==> src/small_set_store_core_defines.svh <==
// Assertion macros used by the set store core.
`ifndef SMALL_SET_STORE_CORE_DEFINES_SVH
`define SMALL_SET_STORE_CORE_DEFINES_SVH

// Same-cycle implication, disabled during reset.
`define SSS_ASSERT_NOW(label, clk, rst, ante, cons) \
  label: assert property (@(posedge clk) disable iff (rst) (ante) |-> (cons)) \
    else $error("set store check failed");

// Next-cycle implication, disabled during reset.
`define SSS_ASSERT_NEXT(label, clk, rst, ante, cons) \
  label: assert property (@(posedge clk) disable iff (rst) (ante) |=> (cons)) \
    else $error("set store check failed");

`endif

==> src/sss_pkg.sv <==
package sss_pkg;

  // Default number of entries
  localparam int CAPACITY_DEF = 64;

  localparam int MODE_W         = 2;
  localparam int VALUE_W        = 32;
  localparam int MEMBER_COUNT_W = 7;

  // Operation codes
  localparam logic [MODE_W-1:0] MODE_INSERT = 2'd0;
  localparam logic [MODE_W-1:0] MODE_REMOVE = 2'd1;
  localparam logic [MODE_W-1:0] MODE_QUERY  = 2'd2;

  // Sequencer states
  typedef enum logic [1:0] {
    ST_IDLE,
    ST_SCAN,
    ST_DECIDE,
    ST_SHIFT
  } state_t;

  // Command word
  typedef struct packed {
    logic [MODE_W-1:0]         mode;
    logic signed [VALUE_W-1:0] value;
  } cmd_t;

  // Response word
  typedef struct packed {
    logic                      success;
    logic [MEMBER_COUNT_W-1:0] member_count;
    logic                      full_refused;
  } rsp_t;

endpackage

==> src/sss_mem.sv <==
module sss_mem #(
  parameter int DEPTH = sss_pkg::CAPACITY_DEF
) (
  input  logic                                 clk,
  input  logic                                 we,
  input  logic [$clog2(DEPTH)-1:0]             waddr,
  input  logic [sss_pkg::VALUE_W-1:0]          wdata,
  input  logic [$clog2(DEPTH)-1:0]             raddr,
  output logic [sss_pkg::VALUE_W-1:0]          rdata
);
  import sss_pkg::*;

  logic [VALUE_W-1:0] mem [DEPTH];

  // One write port, one registered read port
  always_ff @(posedge clk) begin
    if (we) begin
      mem[waddr] <= wdata;
    end
    rdata <= mem[raddr];
  end

endmodule

==> src/sss_ctrl.sv <==
module sss_ctrl #(
  parameter int CAPACITY = sss_pkg::CAPACITY_DEF
) (
  input  logic                                 clk,
  input  logic                                 rst,
  input  logic                                 start,
  output logic                                 busy,
  input  sss_pkg::cmd_t                        cmd,
  output logic                                 done,
  output sss_pkg::rsp_t                        rsp,
  output logic [$clog2(CAPACITY+1)-1:0]        count,
  output logic                                 mem_we,
  output logic [$clog2(CAPACITY)-1:0]          mem_waddr,
  output logic [sss_pkg::VALUE_W-1:0]          mem_wdata,
  output logic [$clog2(CAPACITY)-1:0]          mem_raddr,
  input  logic [sss_pkg::VALUE_W-1:0]          mem_rdata
);
  import sss_pkg::*;

  localparam int IDX_W = $clog2(CAPACITY);
  localparam int CNT_W = $clog2(CAPACITY + 1);
  localparam int CX_W  = CNT_W + 1;
  localparam logic [CNT_W-1:0] CNT_FULL = CNT_W'(CAPACITY);

  state_t               state, state_next;
  logic [IDX_W-1:0]     idx, idx_next;
  logic [CNT_W-1:0]     count_next;
  logic                 found, found_next;
  logic [MODE_W-1:0]    mode_q, mode_next;
  logic [VALUE_W-1:0]   value_q, value_next;
  logic                 done_next;
  rsp_t                 rsp_next;
  logic [CX_W-1:0]      idx_p1, idx_p2, cnt_ext;
  logic                 hit;

  assign busy    = (state != ST_IDLE);
  assign idx_p1  = CX_W'(idx) + CX_W'(1);
  assign idx_p2  = CX_W'(idx) + CX_W'(2);
  assign cnt_ext = CX_W'(count);

  // Shared compare unit: one stored entry per cycle
  assign hit = (mem_rdata == value_q);

  // Control registers
  always_ff @(posedge clk) begin
    if (rst) begin
      state <= ST_IDLE;
      count <= '0;
      done  <= 1'b0;
    end else begin
      state <= state_next;
      count <= count_next;
      done  <= done_next;
    end
  end

  // Payload registers
  always_ff @(posedge clk) begin
    idx     <= idx_next;
    found   <= found_next;
    mode_q  <= mode_next;
    value_q <= value_next;
    rsp     <= rsp_next;
  end

  // Sequencer: scan, decide, shift down on remove
  always_comb begin
    state_next = state;
    idx_next   = idx;
    count_next = count;
    found_next = found;
    mode_next  = mode_q;
    value_next = value_q;
    done_next  = 1'b0;
    rsp_next   = rsp;
    mem_we     = 1'b0;
    mem_waddr  = idx;
    mem_wdata  = mem_rdata;
    mem_raddr  = idx;

    unique case (state)
      ST_IDLE: begin
        if (start) begin
          mode_next  = cmd.mode;
          value_next = cmd.value;
          idx_next   = '0;
          found_next = 1'b0;
          mem_raddr  = '0;
          state_next = (count == '0) ? ST_DECIDE : ST_SCAN;
        end
      end

      ST_SCAN: begin
        if (hit) begin
          found_next = 1'b1;
          state_next = ST_DECIDE;
        end else if (idx_p1 == cnt_ext) begin
          state_next = ST_DECIDE;
        end else begin
          idx_next  = IDX_W'(idx_p1);
          mem_raddr = IDX_W'(idx_p1);
        end
      end

      ST_DECIDE: begin
        done_next             = 1'b1;
        state_next            = ST_IDLE;
        rsp_next.success      = 1'b0;
        rsp_next.full_refused = 1'b0;
        unique case (mode_q)
          MODE_INSERT: begin
            if (!found) begin
              if (count == CNT_FULL) begin
                rsp_next.full_refused = 1'b1;
              end else begin
                mem_we           = 1'b1;
                mem_waddr        = IDX_W'(count);
                mem_wdata        = value_q;
                count_next       = count + CNT_W'(1);
                rsp_next.success = 1'b1;
              end
            end
          end
          MODE_REMOVE: begin
            if (found) begin
              rsp_next.success = 1'b1;
              if (idx_p1 < cnt_ext) begin
                // later entries move down one place
                mem_raddr  = IDX_W'(idx_p1);
                state_next = ST_SHIFT;
                done_next  = 1'b0;
              end else begin
                count_next = count - CNT_W'(1);
              end
            end
          end
          MODE_QUERY: begin
            rsp_next.success = found;
          end
          default: begin
          end
        endcase
        rsp_next.member_count = MEMBER_COUNT_W'(count_next);
      end

      ST_SHIFT: begin
        // rdata holds entry idx+1
        mem_we    = 1'b1;
        mem_waddr = idx;
        mem_wdata = mem_rdata;
        if (idx_p2 < cnt_ext) begin
          idx_next  = IDX_W'(idx_p1);
          mem_raddr = IDX_W'(idx_p2);
        end else begin
          count_next            = count - CNT_W'(1);
          done_next             = 1'b1;
          rsp_next.success      = 1'b1;
          rsp_next.full_refused = 1'b0;
          rsp_next.member_count = MEMBER_COUNT_W'(count_next);
          state_next            = ST_IDLE;
        end
      end

      default: begin
        state_next = ST_IDLE;
      end
    endcase
  end

endmodule

==> src/small_set_store_core.sv <==
// Set of distinct 32-bit values kept in insertion order, up to CAPACITY members.
// A word is taken when start is high and busy is low; its response appears on
// rsp for exactly one cycle with done high and cannot be held off. One shared
// comparator walks the stored entries one per cycle through a memory with one
// write port and one registered read port, from the first entry until the value
// matches or every member is read (no scan for an empty set). A decide step then
// writes an accepted insert and raises done; a remove first moves each later entry
// down one place. A new word may be started in the cycle done is high.
`include "small_set_store_core_defines.svh"

module small_set_store_core #(
  parameter int CAPACITY = sss_pkg::CAPACITY_DEF
) (
  input  logic          clk,
  input  logic          rst,
  input  logic          start,
  output logic          busy,
  input  sss_pkg::cmd_t cmd,
  output logic          done,
  output sss_pkg::rsp_t rsp
);
  import sss_pkg::*;

  localparam int IDX_W = $clog2(CAPACITY);
  localparam int CNT_W = $clog2(CAPACITY + 1);

  logic               mem_we;
  logic [IDX_W-1:0]   mem_waddr, mem_raddr;
  logic [VALUE_W-1:0] mem_wdata, mem_rdata;
  logic [CNT_W-1:0]   count;

  // Sequencer and comparator
  sss_ctrl #(.CAPACITY(CAPACITY)) u_ctrl (
    .clk       (clk),
    .rst       (rst),
    .start     (start),
    .busy      (busy),
    .cmd       (cmd),
    .done      (done),
    .rsp       (rsp),
    .count     (count),
    .mem_we    (mem_we),
    .mem_waddr (mem_waddr),
    .mem_wdata (mem_wdata),
    .mem_raddr (mem_raddr),
    .mem_rdata (mem_rdata)
  );

  // Entry storage
  sss_mem #(.DEPTH(CAPACITY)) u_mem (
    .clk   (clk),
    .we    (mem_we),
    .waddr (mem_waddr),
    .wdata (mem_wdata),
    .raddr (mem_raddr),
    .rdata (mem_rdata)
  );

  // Checks
  `SSS_ASSERT_NEXT(a_start_busy, clk, rst, start && !busy, busy)
  `SSS_ASSERT_NOW(a_done_idle, clk, rst, done, !busy)
  `SSS_ASSERT_NOW(a_count_cap, clk, rst, 1'b1, count <= CNT_W'(CAPACITY))
  `SSS_ASSERT_NOW(a_refuse_full, clk, rst, done && rsp.full_refused, !rsp.success && count == CNT_W'(CAPACITY))

endmodule

==> config.mk <==
export PLATFORM = sky130hd
export DESIGN_NAME = small_set_store_core
export DESIGN_NICKNAME = d
export VERILOG_FILES = /design/src/sss_pkg.sv /design/src/sss_mem.sv /design/src/sss_ctrl.sv /design/src/small_set_store_core.sv
export VERILOG_INCLUDE_DIRS = /design/src /design/src/src
export SDC_FILE = /design/constraint.sdc
export NUM_CORES = 2
export LEC_CHECK = 0
export BUFFER_PORTS_ARGS = -buffer_cell sky130_fd_sc_hd__buf_2
export CAP_MARGIN = 20
export CELL_PAD_IN_SITES_DETAIL_PLACEMENT = 0
export CELL_PAD_IN_SITES_GLOBAL_PLACEMENT = 1
export CORE_MARGIN = 2
export CORE_UTILIZATION = 56
export DETAILED_ROUTE_END_ITERATION = 7
export MAX_ROUTING_LAYER = met4
export PLACE_DENSITY = 0.81
export SYNTH_ARGS = -nofsm -noshare
export SYNTH_HDL_FRONTEND = slang
export SYNTH_HIERARCHICAL = 1
export SYNTH_SLANG_ARGS = --single-unit
==> constraint.sdc <==
create_clock -name clk -period 6.5 [get_ports clk]
set_input_delay 1.3 -clock clk [delete_from_list [all_inputs] [get_ports clk]]
set_output_delay 1.3 -clock clk [all_outputs]
set_load 0.05 [all_outputs]
# Word level (Yosys, flattened, before mapping)
# Memory sizes are Yosys's and may differ from the RTL's. A register that Yosys moved wholly into a read port is not among the register bits.
# Index checks and enable logic that the tools add are counted.
[word_totals] ramBits=2048 memories=1 ff_bits=60 wordCells=97 out_inout_bits=11
[op_classes] magnitude_cmp=2 reduce_logical=12 n_addsub=4 n_eq_ne=13 n_mux=55
[memory_table] name="u_mem.mem" depth=64 word_bits=32 rd=1 rd_ports_with_merged_regs=1 write_ports=1 line="sss_mem.sv:13" rtl="logic [VALUE_W-1:0] mem [DEPTH];"
[op_table] operator="2-to-1 mux 32 bit" n=4
[op_table] operator="2-to-1 mux 6 bit" n=12
[op_table] operator="2-to-1 mux 7 bit" n=5
[op_table] operator="== test 32 bit" n=1
[op_table] operator="one-hot mux 7 bit (2 select lines)" n=2
[op_table] operator="one-hot mux 6 bit (4 select lines)" n=1
[op_table] operator="one-hot mux 6 bit (3 select lines)" n=1
[op_table] operator="one-hot mux 9 bit (2 select lines)" n=1
[op_table] operator="< comparator 8 x 7 -> 1 bit" n=2
[op_table] operator="2-to-1 mux 2 bit" n=8
[op_table] operator="2-to-1 mux 1 bit" n=15
[op_table] operator="2-to-1 mux 9 bit" n=1
[op_table] operator="== test 8 x 7 -> 1 bit" n=1
[op_table] operator="one-hot mux 2 bit (4 select lines)" n=1
[op_table] operator="adder 6 x 1 -> 7 bit, second input constant" n=1
[op_table] operator="adder 6 x 2 -> 7 bit, second input constant" n=1
[op_table] operator="adder 7 x 1 -> 7 bit, second input constant" n=1
[op_table] operator="== test 7 bit, second input constant" n=1
[op_table] operator="zero test 7 bit" n=1
[op_table] operator="subtractor 7 x 1 -> 7 bit, second input constant" n=1
[op_table] operator="== test 2 bit, second input constant" n=3
[op_table] operator="one-hot mux 1 bit (2 select lines)" n=3
[op_table] operator="AND reduction 2 bit" n=3
[op_table] operator="AND reduction 3 bit" n=2
[op_table] operator="8 further kinds" n=14

# Logic depth before layout (Yosys ltp)
[depth] depth_word=7 ltp_mapped=21 depth_no_buf=15

# Modules after synthesis
# The synthesis kept the hierarchy.
[by_module_without_submodules] mod="sss_mem" instances=1 area_per_inst_um2=78512.8 seq_area_each_um2=62139.6 cells_each=3324
[by_module_without_submodules] mod="sss_ctrl" instances=1 area_per_inst_um2=4585.6 seq_area_each_um2=1701.6 cells_each=473

# Worst setup path before layout
# Ideal clock, no wire load.
[synth_timing] kind="register to register" start="register u_ctrl.count[0]" end="memory u_mem.mem[49][0], enable pin" stages_incl_launch_ff=12 t_arrival_ns=4.489 setup_slack_ns=1.550 setup_time_ns=0.461 path_cell_list="dfxtp_1 inv_1 ha_1 nor3b_4 a31oi_2 nand3_1 buf_2 a22o_1 clkbuf_1 nor2b_1 nand4_1 nor3_1"
[synth_rtl] item="start, declared" line="sss_ctrl.sv:11" rtl="output logic [$clog2(CAPACITY+1)-1:0] count,"
[synth_rtl] item="start signal, assigned" line="sss_ctrl.sv:52" rtl="count <= count_next;"
[synth_rtl] item="== test 7 bit" line="sss_ctrl.sv:113" rtl="if (count == CNT_FULL) begin"
[synth_rtl] item="2-to-1 mux 6 bit" line="sss_ctrl.sv:113"
[synth_rtl] item="2-to-1 mux 6 bit" line="sss_ctrl.sv:112" rtl="if (!found) begin"
[synth_rtl] item="2-to-1 mux 6 bit" line="sss_ctrl.sv:110" rtl="unique case (mode_q)"
[synth_rtl] item="2-to-1 mux 6 bit" line="sss_ctrl.sv:81" rtl="unique case (state)"
[synth_rtl] item="named net mem_waddr[3]" line="small_set_store_core.sv:28" rtl="logic [IDX_W-1:0] mem_waddr, mem_raddr;"
[synth_rtl] item="end, declared" line="sss_mem.sv:13"
# The timed path passes the listed nets, and every way through them passes these cells.

# Worst setup path in the final report
[layout_timing] start="register u_ctrl.idx[2]" end="register u_mem/rdata[27] (netlist name), read port of u_mem.mem"
[layout_via] elab_chain_len=6
[layout_lines] item="start, declared" line="sss_ctrl.sv:26" rtl="logic [IDX_W-1:0] idx, idx_next;"
[layout_lines] item="start signal, assigned" line="sss_ctrl.sv:59" rtl="idx <= idx_next;"
[layout_lines] item="adder 6 x 1 -> 7 bit" line="sss_ctrl.sv:37" rtl="assign idx_p1 = CX_W'(idx) + CX_W'(1);"
[layout_lines] item="< comparator 8 x 7 -> 1 bit" line="sss_ctrl.sv:127" rtl="if (idx_p1 < cnt_ext) begin"
[layout_lines] item="2-to-1 mux 6 bit" line="sss_ctrl.sv:127"
[layout_lines] item="2-to-1 mux 6 bit" line="sss_ctrl.sv:125" rtl="if (found) begin"
[layout_lines] item="2-to-1 mux 6 bit" line="sss_ctrl.sv:110"
[layout_lines] item="one-hot mux 6 bit (4 select lines) *" line="sss_ctrl.sv:81"
[layout_lines] item="named net mem_raddr[0]" line="small_set_store_core.sv:28"
[layout_lines] item="end, declared" line="sss_mem.sv:9" rtl="output logic [sss_pkg::VALUE_W-1:0] rdata"
# Mark *: on every way through the listed nets, which the timed path passes. The rest lies on a longest branch.
# A chain may end at the register's enable or synchronous reset.

==> results.md <==
* Element type at the critical path end: register
* Syn. warnings at 6
* Fin nets at 4112
* Measured slew at the worst slew-check pin at 1.03 ns
* Total of max-cap violations at 0
* Row count at 141
* Async SR Flop Fraction at 0
* Pwr Density at 478 nW/µm²
* Top cells by area, synth: edfxtp_1, mux4_2, mux2i_1
* Slew Limit Fails at 0
* Register area share after synthesis at 0.768
* Cell leakage power at 29.3 nW
* CTS buffer count at 205
* Die Ht at 389 µm
* CP startpoint kind: register
* First-pass GRT wire length at 300000 µm
* Post-layout minimum cycle time at 6.18 ns
* Chip Width at 389 µm
* Most frequent cells in the layout: edfxtp_1, mux4_2, clkbuf_16
* Max stage delay on crit path at 0.65 ns
* Clock tree from TritonCTS: done
* RSZ-0062 raised after global routing: no
* Die area at 151000 µm²
* Setup tns final at 0 ns
* Crit path required time at 7.19 ns
* Commonest non-fill, non-tap cell in the layout: edfxtp_1
* Crit path max-delay cell type: o22ai_1
* Share of the synthesized area in the top cell type at 0.758
* Clock slew at reported path FFs at 0.06 ns
* Initial Util at 0.563
* Largest net degree at the start of global routing at 82
* Critical path buffer and inverter count at 3
* Initial DRC Count at 5938
* Crit path DAT at 6.86 ns
* Area grow syn2layout at 13.9%
* DR vias/cell at 6.77
* Final hold viol count at 0
* Worst-path maximum fanout at 19
* Post-Syn Nets at 3855
* Synthesized instance count at 3797
* Total clock sinks at 2140
* Final Skew at 0.0496 ns
* Bufs on Longest Clock Path at 3
* Clk Latency, worst-skew pair at 0.86 ns
* Cell Chain, Critical Path: ha_1 -> nand4_1 -> xnor2_1 -> ha_1 -> and4_1 -> and4b_1 -> a21oi_2 -> a31oi_1 -> o22ai_4 -> buf_12 -> buf_4 -> buf_4 -> mux4_2 -> mux4_2 -> o22ai_1 -> nor2_1
* WL/cell at 34.1 µm
* Drc violations at 0
* Netlist Area Pre-Place at 83100 µm²
* I/O Buffers at 47
* Crit Path Category: register to register
* Root Driver: clkbuf_16
* Post-synthesis cell type count at 85
* Status: finished, final reports clean
* Share of layout cells above drive strength 1 at 0.293
* GRT Total Usage at 0.288
* Routability cong. at 0.887
* Post-synth EDFFs at 2098
* Congestion Overflow GR at 0
* Ys flop type: edfxtp_1
* DRT Wirelength at 210000 µm
* Drt pass-1 iters at 5
* Filler cell count at 9340
* Yosys top cell by area: edfxtp_1
* Type of the most critical hold path: register to register
* Period utilization at 0.950
* H-tree depth at 4
* Post-DP HPWL at 116000 µm
* Min Hold Slack at 0.598 ns
* N_diodes at 0
* Post-CTS Setup Inserts at 0
* Synth Register Bits at 2140
* Endpoints failing setup at 0
* Number of global-route vias before repair at 41200
* I/O pin count at 48
* DRT antenna net count at 0
* Achievable Freq at 162 MHz
* Peak VDD IR at 315 µV
* CORE AREA at 147000 µm²
* Initial antenna violation count at 0
* Top cell family by delay on the critical path: compound AO/OA/AOI/OAI gates
* Rel. slew slack at 0.315
* Average cell area after synthesis at 21.9 µm²
* Vias post-DR at 41700
## final cells by class
class | instances | area (µm²) | area share
Clock inverter | 124 | 1470 | 0.0155
Multi-Input combinational cell | 1422 | 18700 | 0.198
Inverter | 23 | 86.3 | 0.000912
Tap cell | 1930 | 2410 | 0.0255
Sequential cell | 2140 | 63800 | 0.674
Clock buffer | 266 | 5510 | 0.0582
Timing Repair Buffer | 262 | 2620 | 0.0277
## state kept, by name, summed over array words and instances (netlist names)
| register | flops |
|---|---|
| u_mem/mem | 2048 |
| u_ctrl/value_q | 32 |
| u_mem/rdata | 32 |
| u_ctrl/rsp | 9 |
| u_ctrl/count | 7 |
| u_ctrl/idx | 6 |
| u_ctrl/mode_q | 2 |
| u_ctrl/state | 2 |
| u_ctrl/done | 1 |
| u_ctrl/found | 1 |
## Yosys cell counts, types with 9 or more instances
| cell type | n |
|---|---|
| a22oi_1 | 12 |
| mux4_2 | 544 |
| a311oi_1 | 12 |
| or3_1 | 9 |
| clkbuf_1 | 98 |
| nor3_1 | 19 |
| xnor2_1 | 38 |
| o22ai_1 | 87 |
| nor2b_1 | 17 |
| nand2_1 | 63 |
| nor2_1 | 167 |
| o221ai_1 | 29 |
| mux2_2 | 30 |
| buf_2 | 69 |
| buf_4 | 24 |
| nand2b_1 | 13 |
| ha_1 | 21 |
| inv_1 | 22 |
| o21ai_0 | 16 |
| a21oi_1 | 82 |
| buf_1 | 14 |
| nand4_1 | 14 |
| a31oi_1 | 10 |
| and3_1 | 9 |
| dfxtp_1 | 42 |
| nand3_1 | 19 |
| mux2i_1 | 101 |
| edfxtp_1 | 2098 |
## cells by family (layout without fill, tap and decap cells)
kind of cell / count (synthesis) / count (layout) / share of synthesized area
AOI/OAI and AO/OA: 318 / 318 / 0.0259
muxes: 678 / 678 / 0.164
xor gates and xnor gates: 40 / 40 / 0.00422
and+or+nand+nor: 365 / 365 / 0.0211
DFF: 2140 / 2140 / 0.768
adders and majority gates: 21 / 21 / 0.00316
buffers and inverters: 235 / 675 / 0.0133
## worst register-to-register path, delay by kind of cell (launching register included)
kind | cells | cell delay (ns)
simple gates | 4 | 0.92
fa+ha+maj | 2 | 0.69
buf+inv | 3 | 0.97
flops | 1 | 0.60
xor+xnor | 1 | 0.22
compound gates | 4 | 1.59
mux | 2 | 1.04
## per-layer routing
metal  part of all wire  global-route usage  up-vias
met3               0.11              0.0525      393
met2               0.48               0.438     2679
li1                   -                   -    16600
met5                  0                   -        -
met1               0.38               0.399    22100
met4              0.037               0.103        0
## path summary, 6_finish.rpt
path                                      start  slack (ns)  cells past startpoint              end
worst max register to register    u_ctrl/idx[2]        0.32                     16  u_mem/rdata[27]
worst min register to register  u_ctrl/count[1]        0.60                      2  u_ctrl/count[1]
worst max-delay path              u_ctrl/idx[2]        0.32                     16  u_mem/rdata[27]
worst min-delay path            u_ctrl/count[1]        0.60                      2  u_ctrl/count[1]
## through the flow
| step | util | area [µm²] | power, W | setup WS (ns) | std cells |
|---|---|---|---|---|---|
| 2_1_floorplan | - | 83100 | 0.0278 | 1.55 | 3797 |
| 3_3_place_gp | 0.590 | 87000 | 0.0324 | 0.352 | 5746 |
| 3_5_place_dp | 0.590 | 87000 | 0.0327 | 0.292 | 5749 |
| 4_1_cts | 0.637 | 94000 | 0.0449 | 0.311 | 6139 |
| 5_1_grt | 0.642 | 94700 | 0.0467 | 0.0694 | 6167 |
| 6_report | 0.642 | 94700 | 0.0453 | 0.324 | 6167 |
## where the power goes
part | internal [W] | switching (W)
Sequential | 0.0176 | 0.000337
Combinational | 0.00620 | 0.00888
Clock | 0.00709 | 0.00514
## repair_timing
action / CTS / global route
gates resized for setup: 0 / 1
hold buffers: 0 / 0
setup endpoints to repair: 0 / 1
Power figures use the tool's default switching activity.
